--- config.mk ---
export PLATFORM = sky130hd
export DESIGN_NAME = rv32i_execute_alu_regfile
export DESIGN_NICKNAME = d
export VERILOG_FILES = /design/src/hdl/rvex_pkg.sv /design/src/hdl/rv32i_execute_alu_regfile.sv /design/src/hdl/rvex_ram.sv /design/src/hdl/rvex_regfile.sv /design/src/hdl/rvex_alu.sv
export SDC_FILE = /design/constraint.sdc
export NUM_CORES = 2
export LEC_CHECK = 0
export BUFFER_PORTS_ARGS = -buffer_cell sky130_fd_sc_hd__buf_2
export CAP_MARGIN = 5
export CORE_MARGIN = 1.5
export CORE_UTILIZATION = 57
export CTS_CLUSTER_SIZE = 40
export DETAILED_ROUTE_END_ITERATION = 7
export GPL_ROUTABILITY_DRIVEN = 0
export PLACE_DENSITY = 0.77
export SETUP_SLACK_MARGIN = 0.02
export SLEW_MARGIN = 40
export SYNTH_ARGS = -nofsm -noshare
export SYNTH_HDL_FRONTEND = slang
export SYNTH_SLANG_ARGS = --single-unit
--- constraint.sdc ---
create_clock -name clk -period 6.15 [get_ports clk]
set_input_delay 0.615 -clock clk [delete_from_list [all_inputs] [get_ports clk]]
set_output_delay 0.615 -clock clk [all_outputs]
set_load 0.005 [all_outputs]
--- src/hdl/rvex_pkg.sv ---
// Shared constants, operation codes and types for the RV32I execute block.
package rvex_pkg;

  localparam int XLEN      = 32;
  localparam int REG_COUNT = 32;
  localparam int REG_IDX_W = $clog2(REG_COUNT);
  localparam int OP_W      = 5;
  localparam int SHAMT_W   = $clog2(XLEN);

  localparam logic [XLEN-1:0] JALR_MASK = 32'hFFFF_FFFE;

  typedef enum logic [OP_W-1:0] {
    OP_OR     = 5'd0,
    OP_AND    = 5'd1,
    OP_XOR    = 5'd2,
    OP_ADD    = 5'd3,
    OP_SUB    = 5'd4,
    OP_SLL    = 5'd5,
    OP_SRL    = 5'd6,
    OP_SRA    = 5'd7,
    OP_SLT    = 5'd8,
    OP_SLTU   = 5'd9,
    OP_AUIPC  = 5'd10,
    OP_JAL    = 5'd11,
    OP_JALR   = 5'd12,
    OP_LSADDR = 5'd13,
    OP_BEQ    = 5'd14,
    OP_BNE    = 5'd15,
    OP_BLT    = 5'd16,
    OP_BLTU   = 5'd17,
    OP_BGE    = 5'd18,
    OP_BGEU   = 5'd19
  } op_t;

  // Register file write request
  typedef struct packed {
    logic                 en;
    logic [REG_IDX_W-1:0] index;
    logic [XLEN-1:0]      data;
  } rvex_wr_t;

endpackage

--- src/hdl/rv32i_execute_alu_regfile.sv ---
// Top level of the RV32I execute stage with its register file.
//
// Input channel (in_valid/in_ready): one decoded instruction per word, with
// operand indices, immediate, PC and an optional register writeback.
// Output channel (out_valid/out_ready): one 32-bit result word per input word.
//
// Operand reads go to the register file RAM at the accept edge; the same
// word's writeback is written at that edge, so it is seen by the next word
// and not by its own operands. Stage 1 holds the read data, the ALU result
// is then registered into the output register.
// out_valid rises once the word has passed from stage 1 into the output
// register; an output stall can hold it in stage 1 on the way.
// Throughput: one word per cycle while the output is not stalled, with the
// register file write and read ports taking one word at each accept.
// Reset clears the pipeline valids and the register file written flags, so
// every register reads zero afterwards; no clearing pass is needed.
// When out_ready is low the output register holds, stage 1 still fills, and
// in_ready drops only once both are occupied.
module rv32i_execute_alu_regfile
  import rvex_pkg::*;
(
  input  logic                 clk,
  input  logic                 rst,
  input  logic                 in_valid,
  output logic                 in_ready,
  input  logic [OP_W-1:0]      operation,
  input  logic [REG_IDX_W-1:0] src1_index,
  input  logic [REG_IDX_W-1:0] src2_index,
  input  logic [XLEN-1:0]      immediate,
  input  logic                 use_immediate,
  input  logic [XLEN-1:0]      pc,
  input  logic                 wb_enable,
  input  logic [REG_IDX_W-1:0] wb_index,
  input  logic [XLEN-1:0]      wb_data,
  output logic                 out_valid,
  input  logic                 out_ready,
  output logic [XLEN-1:0]      result
);

  logic            accept;
  logic            s1_advance;
  logic            s1_valid;
  logic [OP_W-1:0] s1_op;
  logic [XLEN-1:0] s1_imm;
  logic            s1_use_imm;
  logic [XLEN-1:0] s1_pc;
  logic [XLEN-1:0] rs1_data;
  logic [XLEN-1:0] rs2_data;
  logic [XLEN-1:0] alu_result;
  rvex_wr_t        wr;

  assign accept     = in_valid && in_ready;
  assign s1_advance = s1_valid && (!out_valid || out_ready);
  assign in_ready   = !s1_valid || s1_advance;

  // Writeback applied at accept, after this word's reads are sampled
  assign wr.en    = accept && wb_enable;
  assign wr.index = wb_index;
  assign wr.data  = wb_data;

  rvex_regfile u_regfile (
    .clk   (clk),
    .rst   (rst),
    .re    (accept),
    .raddr1(src1_index),
    .raddr2(src2_index),
    .wr    (wr),
    .rdata1(rs1_data),
    .rdata2(rs2_data)
  );

  // Stage 1 control and payload
  always_ff @(posedge clk) begin
    if (rst) begin
      s1_valid <= 1'b0;
    end else if (accept) begin
      s1_valid <= 1'b1;
    end else if (s1_advance) begin
      s1_valid <= 1'b0;
    end
  end

  always_ff @(posedge clk) begin
    if (accept) begin
      s1_op      <= operation;
      s1_imm     <= immediate;
      s1_use_imm <= use_immediate;
      s1_pc      <= pc;
    end
  end

  rvex_alu u_alu (
    .op      (s1_op),
    .rs1_data(rs1_data),
    .rs2_data(rs2_data),
    .imm     (s1_imm),
    .use_imm (s1_use_imm),
    .pc      (s1_pc),
    .result  (alu_result)
  );

  // Output register
  always_ff @(posedge clk) begin
    if (rst) begin
      out_valid <= 1'b0;
    end else if (s1_advance) begin
      out_valid <= 1'b1;
    end else if (out_ready) begin
      out_valid <= 1'b0;
    end
  end

  always_ff @(posedge clk) begin
    if (s1_advance) begin
      result <= alu_result;
    end
  end

  a_no_overrun: assert property (@(posedge clk) disable iff (rst)
      (s1_valid && !s1_advance) |-> !in_ready)
    else $error("input accepted over a stalled stage 1 word");

  a_advance_fills_out: assert property (@(posedge clk) disable iff (rst)
      s1_advance |=> out_valid)
    else $error("stage 1 word lost on its way to the output register");

  a_stall_holds_s1: assert property (@(posedge clk) disable iff (rst)
      (s1_valid && out_valid && !out_ready) |=> s1_valid && $stable(s1_op))
    else $error("stage 1 word dropped during output stall");

endmodule

--- src/hdl/rvex_ram.sv ---
// Generic single-write, single-read RAM with registered read data.
module rvex_ram #(
  parameter int WIDTH = 32,
  parameter int DEPTH = 32
) (
  input  logic                     clk,
  input  logic                     we,
  input  logic [$clog2(DEPTH)-1:0] waddr,
  input  logic [WIDTH-1:0]         wdata,
  input  logic                     re,
  input  logic [$clog2(DEPTH)-1:0] raddr,
  output logic [WIDTH-1:0]         rdata
);

  logic [WIDTH-1:0] mem [DEPTH];

  // Read returns the old word when the same entry is written in that cycle
  always_ff @(posedge clk) begin
    if (we) begin
      mem[waddr] <= wdata;
    end
    if (re) begin
      rdata <= mem[raddr];
    end
  end

endmodule

--- src/hdl/rvex_regfile.sv ---
// 32-entry register file: two RAM banks for two read ports, valid bits for reset.
module rvex_regfile
  import rvex_pkg::*;
(
  input  logic                 clk,
  input  logic                 rst,
  input  logic                 re,
  input  logic [REG_IDX_W-1:0] raddr1,
  input  logic [REG_IDX_W-1:0] raddr2,
  input  rvex_wr_t             wr,
  output logic [XLEN-1:0]      rdata1,
  output logic [XLEN-1:0]      rdata2
);

  logic                 we;
  logic [REG_COUNT-1:0] vld;
  logic                 vld1;
  logic                 vld2;
  logic [XLEN-1:0]      bank1_q;
  logic [XLEN-1:0]      bank2_q;

  // x0 is never written, so it stays invalid and reads zero
  assign we = wr.en && (wr.index != '0);

  rvex_ram #(.WIDTH(XLEN), .DEPTH(REG_COUNT)) u_bank1 (
    .clk  (clk),
    .we   (we),
    .waddr(wr.index),
    .wdata(wr.data),
    .re   (re),
    .raddr(raddr1),
    .rdata(bank1_q)
  );

  rvex_ram #(.WIDTH(XLEN), .DEPTH(REG_COUNT)) u_bank2 (
    .clk  (clk),
    .we   (we),
    .waddr(wr.index),
    .wdata(wr.data),
    .re   (re),
    .raddr(raddr2),
    .rdata(bank2_q)
  );

  // Per-entry written flags; cleared at reset so entries read as zero
  always_ff @(posedge clk) begin
    if (rst) begin
      vld <= '0;
    end else if (we) begin
      vld[wr.index] <= 1'b1;
    end
  end

  // Flags sampled alongside the RAM read, old value on same-cycle write
  always_ff @(posedge clk) begin
    if (re) begin
      vld1 <= vld[raddr1];
      vld2 <= vld[raddr2];
    end
  end

  assign rdata1 = vld1 ? bank1_q : '0;
  assign rdata2 = vld2 ? bank2_q : '0;

  a_x0_never_valid: assert property (@(posedge clk) disable iff (rst) !vld[0])
    else $error("x0 marked as written");

  a_write_marks_valid: assert property (@(posedge clk) disable iff (rst)
      we |=> vld[$past(wr.index)])
    else $error("written entry not marked valid");

endmodule

--- src/hdl/rvex_alu.sv ---
// Operand select, ALU, PC-relative add and branch compare.
module rvex_alu
  import rvex_pkg::*;
(
  input  logic [OP_W-1:0] op,
  input  logic [XLEN-1:0] rs1_data,
  input  logic [XLEN-1:0] rs2_data,
  input  logic [XLEN-1:0] imm,
  input  logic            use_imm,
  input  logic [XLEN-1:0] pc,
  output logic [XLEN-1:0] result
);

  logic                is_branch;
  logic [XLEN-1:0]     a;
  logic [XLEN-1:0]     b;
  logic [SHAMT_W-1:0]  sh;
  logic [XLEN-1:0]     sum;
  logic                lt_s;
  logic                lt_u;

  // Branches always compare two registers
  assign is_branch = (op >= OP_BEQ) && (op <= OP_BGEU);
  assign a    = rs1_data;
  assign b    = (use_imm && !is_branch) ? imm : rs2_data;
  assign sh   = b[SHAMT_W-1:0];
  assign sum  = a + b;
  assign lt_s = $signed(a) < $signed(b);
  assign lt_u = a < b;

  always_comb begin
    case (op_t'(op))
      OP_OR:     result = a | b;
      OP_AND:    result = a & b;
      OP_XOR:    result = a ^ b;
      OP_ADD:    result = sum;
      OP_SUB:    result = a - b;
      OP_SLL:    result = a << sh;
      OP_SRL:    result = a >> sh;
      OP_SRA:    result = XLEN'($signed(a) >>> sh);
      OP_SLT:    result = {{(XLEN-1){1'b0}}, lt_s};
      OP_SLTU:   result = {{(XLEN-1){1'b0}}, lt_u};
      OP_AUIPC:  result = pc + b;
      OP_JAL:    result = pc + b;
      OP_JALR:   result = sum & JALR_MASK;
      OP_LSADDR: result = sum;
      OP_BEQ:    result = {{(XLEN-1){1'b0}}, (a == b)};
      OP_BNE:    result = {{(XLEN-1){1'b0}}, (a != b)};
      OP_BLT:    result = {{(XLEN-1){1'b0}}, lt_s};
      OP_BLTU:   result = {{(XLEN-1){1'b0}}, lt_u};
      OP_BGE:    result = {{(XLEN-1){1'b0}}, !lt_s};
      OP_BGEU:   result = {{(XLEN-1){1'b0}}, !lt_u};
      default:   result = '0;
    endcase
  end

endmodule

==> summary.md <==
| Metric | Value |
|---|---|
| First-pass GRT wire length | 297000 µm |
| Chip height | 338 µm |
| Area contributors post-synth | edfxtp_1 56%, mux4_2 23%, ha_1 2.5% |
| Worst hold-check path type | input port to flop |
| CP Launch Type | flop |
| Synthesized instance count | 3945 |
| P&R area growth vs syn | 12.1% |
| Drt first-iter violations | 6776 |
| M1 WL | 67700 µm |
| CP Class | flop to flop |
| Post-synth top area cell | edfxtp_1 |
| Nets@finish | 4370 |
| Synth Flop Type | edfxtp_1 |
| Largest net degree at the start of global routing | 90 |
| Worst-Skew Late Latency | 0.77 ns |
| Routed wl met2 | 98500 µm |
| Period utilisation layout | 0.949 |
| Synth top area share | 0.558 |
| Yosys cell types | 91 |
| Static leakage | 0.0240 µW |
| Worst path cell trace | or3b_4, nand3_2, mux2_2, ha_1, nor2b_1, o31a_1, o2111a_1, o31ai_1, nand2_1, a211oi_1, o21ai_0, mux2i_1, or3_1, a311o_1 |
| Setup TNS | 0 ns |
| Post-synthesis mux area share | 0.259 |
| Synth warnings | 0 |
| CTS tree | done |
| Seq/Total Area, Yosys | 0.569 |
| Remaining antenna violation count | 0 |
| Uppermost layer routed | met5 |
| DR vias/cell | 7.52 |
| VDD IR max | 251 µV |
| Post-Synth Adder-Cell Area | 0.0259 |
| Hold path cells | 1 |
| RSZ-0062 raised after global routing | false |
| Drt wl/cell | 36.1 µm |
| GRT overflow | 0 |
| Layout cells sized above 1 | 0.306 |
| Hold Fails Final Rpt | 0 |
| Clock-pin slew on the worst setup and hold paths | 0.06 ns |
| Number of synthesized flops with an enable pin | 1192 |
| Compound-Gate Fraction of Synth Area | 0.0683 |
| Post-Synth Simple-Gate Area | 0.0487 |
| Critical path arrival | 6.33 ns |
| Async S/R FF share, synth | 0 |
| Mapped Avg Cell Area | 16.3 µm² |
| Number of CTS-inserted buffers | 130 |
| Worst-path fanout max | 20 |
| Reg2Reg Depth | 14 |
| Synth Cell Area | 64100 µm² |
| Post-CTS Setup Inserts | 0 |
| Main combinational cell family by area after synthesis | multiplexers |
| Pins Over Slew Limit | 0 |
| Most common cell after layout, fill and taps aside | edfxtp_1 |
| DR vias | 43000 |
| CP Capture Type | flop |
| PD cells | 279 nW/µm² |
| Initial core utilization | 0.577 |
| Die ar. | 115000 µm² |
| F_max | 0.171 GHz |
| Sink Count | 1226 |
| FF+latch count, synth | 1226 |
| Cell Rows | 122 |
| Worst Path Required | 6.65 ns |
| Initial antenna violation count | 16 |
| Worst-margin pin slew | 0.978 ns |
| Routed Wire Length | 206000 µm |
| CTS max path bufs | 3 |
| Number of placed I/O pins | 156 |
| CTS root buf | clkbuf_16 |
| Core Region | 111000 µm² |
| Outcome | finished, final reports clean |
| Commonest cells after routing, fill and taps aside | 1192 x edfxtp_1, 662 x mux4_2, 204 x nand2_1, 195 x a21oi_1, 194 x nor2_1 |
| Util after Layout | 0.647 |
| Vias in the first global route | 42800 |
| Final setup fails | 0 |
| DRC Markers | 0 |
| Resize count post-CTS | 0 |
| Clk_skew | 0.0365 ns |
| HPWL after DPL | 127000 µm |
| Min Tclk post-route | 5.83 ns |
| Die W | 338 µm |
| Max incr delay on CP | 0.60 ns |
| Routed wl met3 | 26200 µm |
| H-Tree Level Count | 4 |
| Maximum capacitance violations | 0 |
| Max-slew headroom | 0.348 |
| Overall Global Routing Usage | 0.360 |
| Buffers on Ports | 155 |
| Drt pass-1 iters | 8 |
| Slowest stage cell, crit path | edfxtp_1 |
| XOR/XNOR Fraction of Synth Area | 0.00533 |
Yosys cell counts, drive strengths merged, types with 18 or more instances:
cell type,number
a211oi,36
a21o,31
a21oi,196
a221oi,26
buf,90
clkbuf,196
dfxtp,34
edfxtp,1192
ha,128
inv,96
mux2,86
mux2i,75
mux4,662
nand2,205
nand3,70
nor2,225
nor2b,18
nor3,59
o211ai,29
o21ai,91
o21bai,21
o221ai,25
o22ai,25
xnor2,23
metal layers:
layer  up-vias  track usage
met3       861       0.0944
met1     21500        0.452
li1      16700            -
met5         -            0
met2      3861        0.571
met4        16        0.202
report_power, final:
part	switching (µW)	internal, µW	total, µW
registers	103	9350	9450
clock network	3440	4570	8000
logic	1550	1030	2580
final cells by class:
type	count	area [µm²]
diodes	9	22.5
well taps	1488	1860
multi-input cells	2362	26600
fillers	7446	39200
flip-flops and latches	1226	36500
clock inverters	79	882
inverters	102	383
clock buffers	154	3420
repair buffers	295	2300
critical path: cells and delay by family, from the launching register on:
| kind | cells | cell delay, ns |
|---|---|---|
| compound gates | 6 | 2.17 |
| simple gates | 5 | 1.84 |
| mux | 2 | 0.63 |
| flops | 1 | 0.60 |
| fa+ha+maj | 1 | 0.34 |
state kept, by name, indices dropped and copies added (netlist names):
register and cells:
u_regfile.u_bank2.rdata 32, out_valid 1, u_regfile.vld2 1, u_regfile.vld 32
s1_imm 32, u_regfile.u_bank1.mem 32, u_regfile.vld1 1, u_regfile.u_bank2.mem 992
s1_pc 32, s1_op 5, result 32, u_regfile.u_bank1.rdata 32
s1_use_imm 1, s1_valid 1
cells by family (layout without fill, tap and decap cells):
| kind of cell | count (synthesis) | after routing |
|---|---|---|
| simple gates | 687 | 687 |
| compound gates | 650 | 650 |
| fa+ha+maj | 131 | 131 |
| buf+inv | 388 | 630 |
| mux | 823 | 823 |
| flops | 1226 | 1226 |
| other cells | 1 | 41 |
| xor+xnor | 39 | 39 |
what timing repair did:
action,CTS,global route
hold endpoints to repair,5,0
endpoints found under the setup margin,0,0
hold buffers,5,0
worst paths after layout:
path	from	endpoint	slack, ns
setup / recovery	s1_op[2]	result[28]	0.32
hold / removal	pc[1]	s1_pc[1]	0.03
setup reg to reg	s1_op[2]	result[28]	0.32
hold reg to reg	u_regfile.vld[1]	u_regfile.vld[1]	0.49
stage by stage:
| stage | area (µm²) | instances | total power, µW | worst slack [ns] | hold slack, ns |
|---|---|---|---|---|---|
| 6_report | 71900 | 5715 | 20000 | 0.316 | 0.0319 |
| 5_1_grt | 71900 | 5709 | 20500 | 0.304 | 0.00909 |
| 4_1_cts | 71800 | 5702 | 20000 | 0.482 | 0.00161 |
| 3_5_place_dp | 67500 | 5464 | 12100 | 0.497 | 0.477 |
| 3_3_place_gp | 67100 | 5445 | 12000 | 0.264 | 0.463 |
| 2_1_floorplan | 64300 | 3976 | 11200 | 0.837 | 0.451 |
Power figures use the tool's default switching activity.
